### config.mk
export PLATFORM = sky130hd
export DESIGN_NAME = switch_command_frame_parser_top
export DESIGN_NICKNAME = d
export VERILOG_FILES = /design/src/rtl/sfp_pkg.sv /design/src/rtl/sfp_parser.sv /design/src/rtl/switch_command_frame_parser_top.sv
export SDC_FILE = /design/constraint.sdc
export NUM_CORES = 1
export LEC_CHECK = 0
export BUFFER_PORTS_ARGS = -buffer_cell sky130_fd_sc_hd__buf_2
export CORE_ASPECT_RATIO = 1.4
export CORE_MARGIN = 5
export CORE_UTILIZATION = 50
export DETAILED_ROUTE_END_ITERATION = 16
export PLACE_DENSITY = 0.78
export SYNTH_ARGS = -nofsm -noshare
export SYNTH_HDL_FRONTEND = slang
export SYNTH_SLANG_ARGS = --single-unit
### constraint.sdc
create_clock -name clk -period 7.7 [get_ports clk]
set_input_delay 0.385 -clock clk [delete_from_list [all_inputs] [get_ports clk]]
set_output_delay 0.385 -clock clk [all_outputs]
set_load 0.05 [all_outputs]
### src/rtl/sfp_pkg.sv
// Package for the switch command frame parser: frame byte codes, defaults and result type.
`timescale 1ns / 1ps

package sfp_pkg;

	localparam int unsigned NUM_SWITCHES_DEF = 3;

	localparam logic [7:0] HDR_BYTE   = 8'h53;  // 'S'
	localparam logic [7:0] DIGIT_BASE = 8'h30;  // '0'
	localparam logic [7:0] SEP_BYTE   = 8'h3D;  // '='

	localparam int unsigned IDX_OUT_W   = 2;
	localparam int unsigned VALUE_W     = 32;
	localparam int unsigned LEVEL_OUT_W = 3;
	localparam int unsigned OUT_DATA_W  = 40;

	typedef struct packed {
		logic                   emit;
		logic [IDX_OUT_W-1:0]   switch_index;
		logic [VALUE_W-1:0]     command_value;
		logic [LEVEL_OUT_W-1:0] switch_levels;
	} sfp_result_t;

endpackage

### src/rtl/sfp_parser.sv
// Frame parser state machine with the switch level register; one byte per step.
`timescale 1ns / 1ps

module sfp_parser #(
	parameter int unsigned NUM_SWITCHES = sfp_pkg::NUM_SWITCHES_DEF
) (
	input  logic               clk,
	input  logic               arst_n,
	input  logic               step,
	input  logic [7:0]         rx_byte,
	output sfp_pkg::sfp_result_t result
);
	import sfp_pkg::*;

	localparam int unsigned LVL_W = (NUM_SWITCHES > LEVEL_OUT_W) ? NUM_SWITCHES : LEVEL_OUT_W;
	localparam int unsigned IDX_W = $clog2(LVL_W);

	typedef enum logic [2:0] {
		PH_WAIT_HDR = 3'd0,
		PH_WAIT_SEL = 3'd1,
		PH_WAIT_SEP = 3'd2,
		PH_BYTE0    = 3'd3,
		PH_BYTE1    = 3'd4,
		PH_BYTE2    = 3'd5,
		PH_BYTE3    = 3'd6
	} phase_t;

	phase_t             phase_q, phase_d;
	logic [IDX_W-1:0]   index_q, index_d;
	logic [VALUE_W-1:0] acc_q, acc_d;
	logic [LVL_W-1:0]   levels_q, levels_d;
	logic [7:0]         digit_off;
	logic               digit_ok;
	logic [VALUE_W-1:0] full_value;

	assign digit_off  = rx_byte - DIGIT_BASE;
	assign digit_ok   = (rx_byte >= DIGIT_BASE) && (digit_off < 8'(NUM_SWITCHES));
	assign full_value = {rx_byte, acc_q[23:0]};

	always_comb begin
		phase_d  = phase_q;
		index_d  = index_q;
		acc_d    = acc_q;
		levels_d = levels_q;
		result   = '0;
		case (phase_q)
			PH_WAIT_HDR: begin
				if (rx_byte == HDR_BYTE) begin
					phase_d = PH_WAIT_SEL;
				end
			end
			PH_WAIT_SEL: begin
				if (digit_ok) begin
					index_d = digit_off[IDX_W-1:0];
					phase_d = PH_WAIT_SEP;
				end else begin
					phase_d = PH_WAIT_HDR;
				end
			end
			PH_WAIT_SEP: begin
				if (rx_byte == SEP_BYTE) begin
					acc_d   = '0;
					phase_d = PH_BYTE0;
				end else begin
					phase_d = PH_WAIT_HDR;
				end
			end
			PH_BYTE0: begin
				acc_d[7:0] = rx_byte;
				phase_d    = PH_BYTE1;
			end
			PH_BYTE1: begin
				acc_d[15:8] = rx_byte;
				phase_d     = PH_BYTE2;
			end
			PH_BYTE2: begin
				acc_d[23:16] = rx_byte;
				phase_d      = PH_BYTE3;
			end
			PH_BYTE3: begin
				acc_d   = full_value;
				phase_d = PH_WAIT_HDR;
				// The index was range checked against the switch count when the digit came in.
				levels_d[index_q]    = (full_value != '0);
				result.emit          = 1'b1;
				result.switch_index  = IDX_OUT_W'(index_q);
				result.command_value = full_value;
				result.switch_levels = levels_d[LEVEL_OUT_W-1:0];
			end
			default: begin
				phase_d = PH_WAIT_HDR;
			end
		endcase
	end

	always_ff @(posedge clk or negedge arst_n) begin
		if (!arst_n) begin
			phase_q  <= PH_WAIT_HDR;
			index_q  <= '0;
			acc_q    <= '0;
			levels_q <= '0;
		end else if (step) begin
			phase_q  <= phase_d;
			index_q  <= index_d;
			acc_q    <= acc_d;
			levels_q <= levels_d;
		end
	end

endmodule

### src/rtl/switch_command_frame_parser_top.sv
// Top level of the switch command frame parser: stream ports, input and result registers.
//
//   channel  direction  payload
//   s_axis   in         tdata[7:0] = rx_byte
//   m_axis   out        tdata[1:0] = switch_index, [33:2] = command_value,
//                       [36:34] = switch_levels, [39:37] = zero
//
// One byte per cycle is taken while the output does not stall; a transferred byte waits in the
// input register until the parser steps on it, and a frame result goes into the output register.
// arst_n clears the parser to hunting for the header, turns all switches off and empties
// both registers. A stalled output holds its result; the input register and the parser
// wait with it, and s_tready drops only while both registers are full and m_tready is low.
`timescale 1ns / 1ps

module switch_command_frame_parser_top #(
	parameter int unsigned NUM_SWITCHES = sfp_pkg::NUM_SWITCHES_DEF
) (
	input  logic                               clk,
	input  logic                               arst_n,
	input  logic                               s_tvalid,
	output logic                               s_tready,
	input  logic [7:0]                         s_tdata,   // rx_byte
	output logic                               m_tvalid,
	input  logic                               m_tready,
	output logic [sfp_pkg::OUT_DATA_W-1:0]     m_tdata    // switch_index, command_value,
	                                                      // switch_levels, zero fill
);
	import sfp_pkg::*;

	logic        valid_s1;
	logic [7:0]  byte_s1;
	logic        out_valid_q;
	logic [OUT_DATA_W-1:0] out_data_q;
	logic        advance;
	sfp_result_t result;

	// The parser steps whenever the input register holds a byte and the output register can take what it produces.
	assign advance  = !out_valid_q || m_tready;
	assign s_tready = !valid_s1 || advance;
	assign m_tvalid = out_valid_q;
	assign m_tdata  = out_data_q;

	sfp_parser #(
		.NUM_SWITCHES(NUM_SWITCHES)
	) u_parser (
		.clk     (clk),
		.arst_n  (arst_n),
		.step    (valid_s1 && advance),
		.rx_byte (byte_s1),
		.result  (result)
	);

	always_ff @(posedge clk or negedge arst_n) begin
		if (!arst_n) begin
			valid_s1 <= 1'b0;
		end else if (s_tready) begin
			valid_s1 <= s_tvalid;
		end
	end

	always_ff @(posedge clk) begin
		if (s_tready && s_tvalid) begin
			byte_s1 <= s_tdata;
		end
	end

	always_ff @(posedge clk or negedge arst_n) begin
		if (!arst_n) begin
			out_valid_q <= 1'b0;
		end else if (advance) begin
			out_valid_q <= valid_s1 && result.emit;
		end
	end

	always_ff @(posedge clk) begin
		if (advance && valid_s1 && result.emit) begin
			out_data_q <= {3'b000, result.switch_levels, result.command_value,
				result.switch_index};
		end
	end

endmodule

==> results of run 1 <==
==> how the worst max path moves through the flow <==
| stage | cells after the start | from | slack, ns | end |
|---|---|---|---|---|
| floorplan | 3 | m_tvalid | 4.72 | m_tdata[0] |
| global placement | 3 | u_parser.phase_q[0] | 5.72 | m_tdata[2] |
| detailed placement | 3 | u_parser.phase_q[0] | 5.64 | m_tdata[6] |
| CTS | 3 | u_parser.phase_q[0] | 5.63 | m_tdata[6] |
| global route | 4 | u_parser.phase_q[0] | 5.51 | u_parser.levels_q[2] |
| finish | 3 | u_parser.phase_q[0] | 5.64 | m_tdata[6] |
==> registers in the layout, summed over array words and instances (netlist names) <==
signal,flops
m_tdata,37
u_parser.acc_q,24
byte_s1,8
u_parser.levels_q,3
u_parser.phase_q,3
u_parser.index_q,2
m_tvalid,1
valid_s1,1
==> worst max-delay path: stages (launching register included) <==
cell	delay (ns)
dfrtp_1	0.44
inv_1	0.21
nand3_1	0.17
nor2_4	0.84
==> power by group <==
group,total [W],switching (W),leakage [nW],internal (W)
clock,0.000294,0.000145,0.100,0.000149
combinational,0.0000152,0.0000105,0.577,0.00000476
sequential,0.000458,0.00000909,0.982,0.000449
total,0.000767,0.000165,1.66,0.000603
==> cell usage after synthesis (all sizes together) <==
cell / n / area share [%]
edfxtp: 45 / 43
and2: 36 / 7.2
dfrtp: 34 / 27
a22o: 24 / 6.8
nor4: 10 / 2.2
o21ai: 10 / 1.6
a31oi: 6 / 1.2
buf: 6 / 1.1
clkbuf: 6 / 0.72
nand2: 5 / 0.60
nor2: 5 / 0.60
nor3: 5 / 0.80
a21oi: 4 / 0.64
nand4: 4 / 0.80
inv: 3 / 0.36
nand2b: 3 / 0.60
mux2: 2 / 0.72
nand3: 2 / 0.32
nor2b: 2 / 0.40
a2111o: 1 / 0.36
a211o: 1 / 0.28
a21o: 1 / 0.24
a311oi: 1 / 0.28
and3: 1 / 0.20
and4: 1 / 0.32
conb: 1 / 0.12
nand3b: 1 / 0.24
nand4b: 1 / 0.28
nand4bb: 1 / 0.88
o211ai: 1 / 0.24
==> cell families after synthesis <==
kind of cell           after synthesis  synth area share, %
AOI/OAI and AO/OA                   49                 11.6
buffers and inverters               15                 2.19
DFF                                 79                 70.0
muxes                                2                0.716
other                                1                0.119
and+or+nand+nor                     77                 15.4
==> cell type report <==
type,instances,area (µm²)
clock buffers,10,128
clock inverters,6,62.6
fillers,479,2520
inverters,3,11.3
multi-input cells,131,895
flip-flops and latches,79,2200
well taps,72,90.1
repair buffers,51,258
==> metrics by stage <==
step                total power [W]  instance area, µm²  worst slack (ns)  instances
floorplan                  0.000472                3150              4.72        225
detailed placement         0.000482                3460              5.64        336
global route               0.000792                3650              5.51        352
global placement           0.000482                3460              5.72        336
finish                     0.000767                3650              5.64        352
CTS                        0.000772                3650              5.63        352
==> placed cells by master (no fill, tap or decap), types with 2 or more instances in the layout <==
master    instances
and2_1           35
buf_2            50
edfxtp_1         45
clkinv_4          2
dfrtp_1          34
nand4_1           4
nand2b_1          3
nor2b_1           2
a31oi_1           6
clkbuf_8          9
clkinv_2          3
a22o_1           22
conb_1            3
nor4_1            9
o21ai_0           9
a22o_2            2
nand3_1           2
a21oi_1           4
nor3_1            4
nor2_1            4
inv_1             3
nand2_1           5
==> layer usage <==
layer,GRT usage [%],vias up
met5,0,-
met3,3.99,12
met2,25.9,88
li1,-,948
met1,17.7,1002
met4,9.46,0
==> results_dict.tcl, run 1 <==
set metrics [dict create \
    cts_buffer_depth 2 \
    cts.sinks 79 \
    hp-class "input pin to asynchronous set/reset pin" \
    powerDensity_nw_per_um2 210 \
    fmax_mhz 487 \
    cp-end-kind "flip-flop" \
    drive_gt1_share_pct 26.8 \
    coreArea_um2 6170 \
    min_period_over_period_pct 26.7 \
    fin_nets 287 \
    slew_violations 0 \
    finClkSkew_ns 0.0140 \
    setup_viol 0 \
    wl_met3_um 365 \
    via_per_inst 5.82 \
    gp_congestion 0.833 \
    tns_ns 0 \
    crit_fanout 40 \
    fin_util_pct 59.1 \
    rrSetupSlack_ns 5.64 \
    grt_pass1_vias 2003 \
    met2WireLength_mm 3.23 \
    antenna_found_initial 0 \
    hold_buffers 0 \
    cts.htree.levels 3 \
    worst_pin_slew_ns 1.04 \
    cts.repair.resized 0 \
    vias 2050 \
    clk_latency_ns 0.36 \
    cp_data_arrival_time_ns 2.03 \
    grt_max_degree 41 \
    rr_worst_depth 3 \
    io_pins 54 \
    rows 34 \
    syn-cell-area_um2 3150 \
    status "finished, final reports clean" \
    crit_required_ns 7.67 \
    cap_violations 0 \
    io_buffers 50 \
    grt_pass1_wl_mm 9.74 \
    die_x_um 77.0 \
    vdd_drop_max_uv 112 \
    yosysWarnings 0 \
    path_class "flip-flop to flip-flop" \
    remaining_drc_errors 0 \
    wl_met1_mm 2.37 \
    start_kind "flip-flop" \
    syn_area_per_cell_um2 14.1 \
    rr_endpoint "m_tdata[6]" \
    dpl.hpwl_mm 4.13 \
    timing.rr.start "u_parser.phase_q[0]" \
    diodes 0 \
    cts_tree "done" \
    slew-limit-headroom_pct 30.3 \
    wl_per_cell_um 17.4 \
    worst_hold_slack_ns 0.0961 \
    root_buffer "clkbuf_8" \
    drtIter0Drc 158 \
    grtUsageTotal_pct 15.6 \
    start_util_pct 51.0 \
    dieArea_um2 8000 \
    cts_setup_buffers 0 \
    synth.distinct_cells 37 \
    routed.top_layer "met4" \
    first_pass_iters 5 \
    die_h_um 104 \
    hold_viol_final 0 \
    fin_crit_ns 2.06 \
    netlist_instances 223 \
    drt.antenna.violating_nets 0 \
    ys_ff_latch 79 \
    clkTransAtPathRegs_ns 0.08 \
    rsz0062_at_grt "no" \
    p_leak_nw 1.66 \
    area_growth_pct 15.9 \
    seq_area_frac_synth_pct 70.0 \
    routed_wl_mm 6.14 \
    overflow 0 \
    numCtsBuffers 9 \
]
Note: power is estimated with default switching activity, not from simulation.
==> run 2: changes to the inputs <==
ABC_AREA = 1   (was default)
PLACE_DENSITY = 0.81   (was 0.78)
clock period = 1.8 ns   (was 7.7 ns; I/O delays follow)
==> results_dict.tcl, run 2 <==
set metrics [dict create \
    status "finished, final reports clean" \
    synth-main-ff-cell "edfxtp_1" \
    via_per_inst 4.84 \
    diodes 0 \
    yosysTopAreaCell "edfxtp_1" \
    ys_ff_latch 79 \
    grtUsageTotal_pct 17.8 \
    remaining_drc_errors 0 \
    synth_edf_count 45 \
    setup_viol 0 \
    layout_commonest_cell "nand2_1" \
    numCtsBuffers 9 \
    clk_latency_ns 0.35 \
    cts.sinks 79 \
    cap_violations 0 \
    dieArea_um2 8480 \
    routed_wl_mm 6.76 \
    die_x_um 79.3 \
    area_growth_pct 19.9 \
    fin_nets 429 \
    start_util_pct 51.2 \
    slew_violations 0 \
    hp-class "input pin to flip-flop" \
    dpl.hpwl_mm 4.67 \
    fillers 563 \
    cts.htree.levels 3 \
    drtIter0Drc 189 \
    grt_pass1_vias 2360 \
    powerDensity_nw_per_um2 935 \
    overflow 0 \
    synth_most_common_cell "nand2_1" \
    cts_buffer_depth 2 \
    crit_required_ns 1.89 \
    fin_crit_ns 1.66 \
    cts_tree "done" \
    largest_reg_flops 37 \
    syn_area_per_cell_um2 9.71 \
    cp-end-kind "flip-flop" \
    vdd_drop_max_uv 626 \
    io_buffers 50 \
    io_pins 54 \
    gp_congestion 0.978 \
    seq_area_frac_synth_pct 65.5 \
    rsz0062_at_grt "no" \
    start_kind "flip-flop" \
    finClkSkew_ns 0.00608 \
    drt.antenna.violating_nets 0 \
    layout_common_cells "nand2_1 (106), nor2_1 (64), buf_2 (50)" \
    root_buffer "clkbuf_8" \
    grt_pass1_wl_mm 11.3 \
    hold_viol_final 0 \
    grt_max_degree 38 \
    postLayoutCellArea_um2 4030 \
    netlist_instances 346 \
    first_pass_iters 4 \
    min_period_over_period_pct 92.3 \
    yosys-top-cells-count "nand2_1 (107), nor2_1 (64), edfxtp_1 (45)" \
    rows 35 \
    fin_util_pct 61.4 \
    drive_gt1_share_pct 22.5 \
    path_class "flip-flop to flip-flop" \
    crit_fanout 8 \
    die_h_um 107 \
    p_leak_nw 1.98 \
    async_flop_share_pct 43.0 \
    cp_data_arrival_time_ns 1.75 \
    wl_per_cell_um 13.6 \
    vias 2400 \
    synth_area_leaders "edfxtp_1 (40%), dfrtp_1 (25%), nand2_1 (12%), nor2_1 (7.1%), inv_1 (4.4%)" \
    fmax_mhz 602 \
    postPlaceCellArea_um2 3710 \
    syn-cell-area_um2 3360 \
    tns_ns 0 \
    coreArea_um2 6570 \
    yosysWarnings 0 \
    antenna_found_initial 0 \
    yosysTopAreaCellShare_pct 40.2 \
    synth.distinct_cells 22 \
    clkTransAtPathRegs_ns 0.07 \
]
-- run 2: final cells by class --
type                       count  area [µm²]  area share (%)
timing repair buffer          67         403            10.0
clock inverter                 4        70.1            1.74
inverter                      44         165            4.10
sequential                    79        2200            54.7
tap                           74        92.6            2.30
clock buffer                  12         135            3.35
multi-input combinational    216         961            23.8
-- run 2: power by group --
part	total (W)	switching (W)	internal [W]
clock network	0.00138	0.000604	0.000778
registers	0.00206	0.0000878	0.00197
logic	0.000327	0.000213	0.000114
-- run 2: through the flow --
| stage | cells | worst slack (ns) | power, W | hold WS [ns] |
|---|---|---|---|---|
| after floorplan | 348 | 0.0257 | 0.00230 | -0.206 |
| after detailed placement | 468 | 0.183 | 0.00240 | 0.0229 |
| after global routing | 496 | 0.0119 | 0.00391 | 0.0573 |
| final | 496 | 0.138 | 0.00377 | 0.0308 |
| after CTS | 494 | 0.138 | 0.00378 | 0.0220 |
| after global placement | 468 | 0.187 | 0.00239 | 0.0191 |
-- run 2: metal layers --
metal  GRT usage (%)  vias to the layer above  part of all wire (%)
met5               0                        -                     0
met4            12.0                        0                   3.9
met3            3.36                       20                   4.2
met2            29.0                       69                    51
met1            21.1                     1102                    41
li1                -                     1209                     -
-- run 2: worst paths after layout --
check	startpoint	slack, ns	endpoint	cells after the start
min reg2reg	u_parser.levels_q[2]	0.49	u_parser.levels_q[2]	2
max reg2reg	byte_s1[0]	0.14	m_tdata[35]	8
max	byte_s1[0]	0.14	m_tdata[35]	8
max in group asynchronous	arst_n	1.08	m_tvalid	3
min in group asynchronous	arst_n	0.19	u_parser.acc_q[19]	2
min	m_tready	0.03	m_tvalid	4
-- run 2: cell families after synthesis --
| family | count (synthesis) | synth area share (%) |
|---|---|---|
| AND/OR/NAND/NOR | 206 | 26.0 |
| buffers and inverters | 53 | 6.48 |
| AO/OA/AOI/OAI | 7 | 1.90 |
| other | 1 | 0.112 |
| flip-flops | 79 | 65.5 |
-- run 2: worst max-delay path, stage by stage, from the launching register on --
cell and delay, ns:
edfxtp_1 0.53, nor2_1 0.14, nand2_1 0.06, nor2_1 0.12, nand2_1 0.12, nor2_1 0.21
nand2_1 0.11, nand2_1 0.08, nor2_1 0.04
-- run 2: repair_timing --
item / in CTS / in global routing
setup endpoints to repair: 0 / 1
resized for setup: 0 / 0
setup buffers: 0 / 2
hold buffers: 10 / 0
hold endpoints to repair: 30 / 0
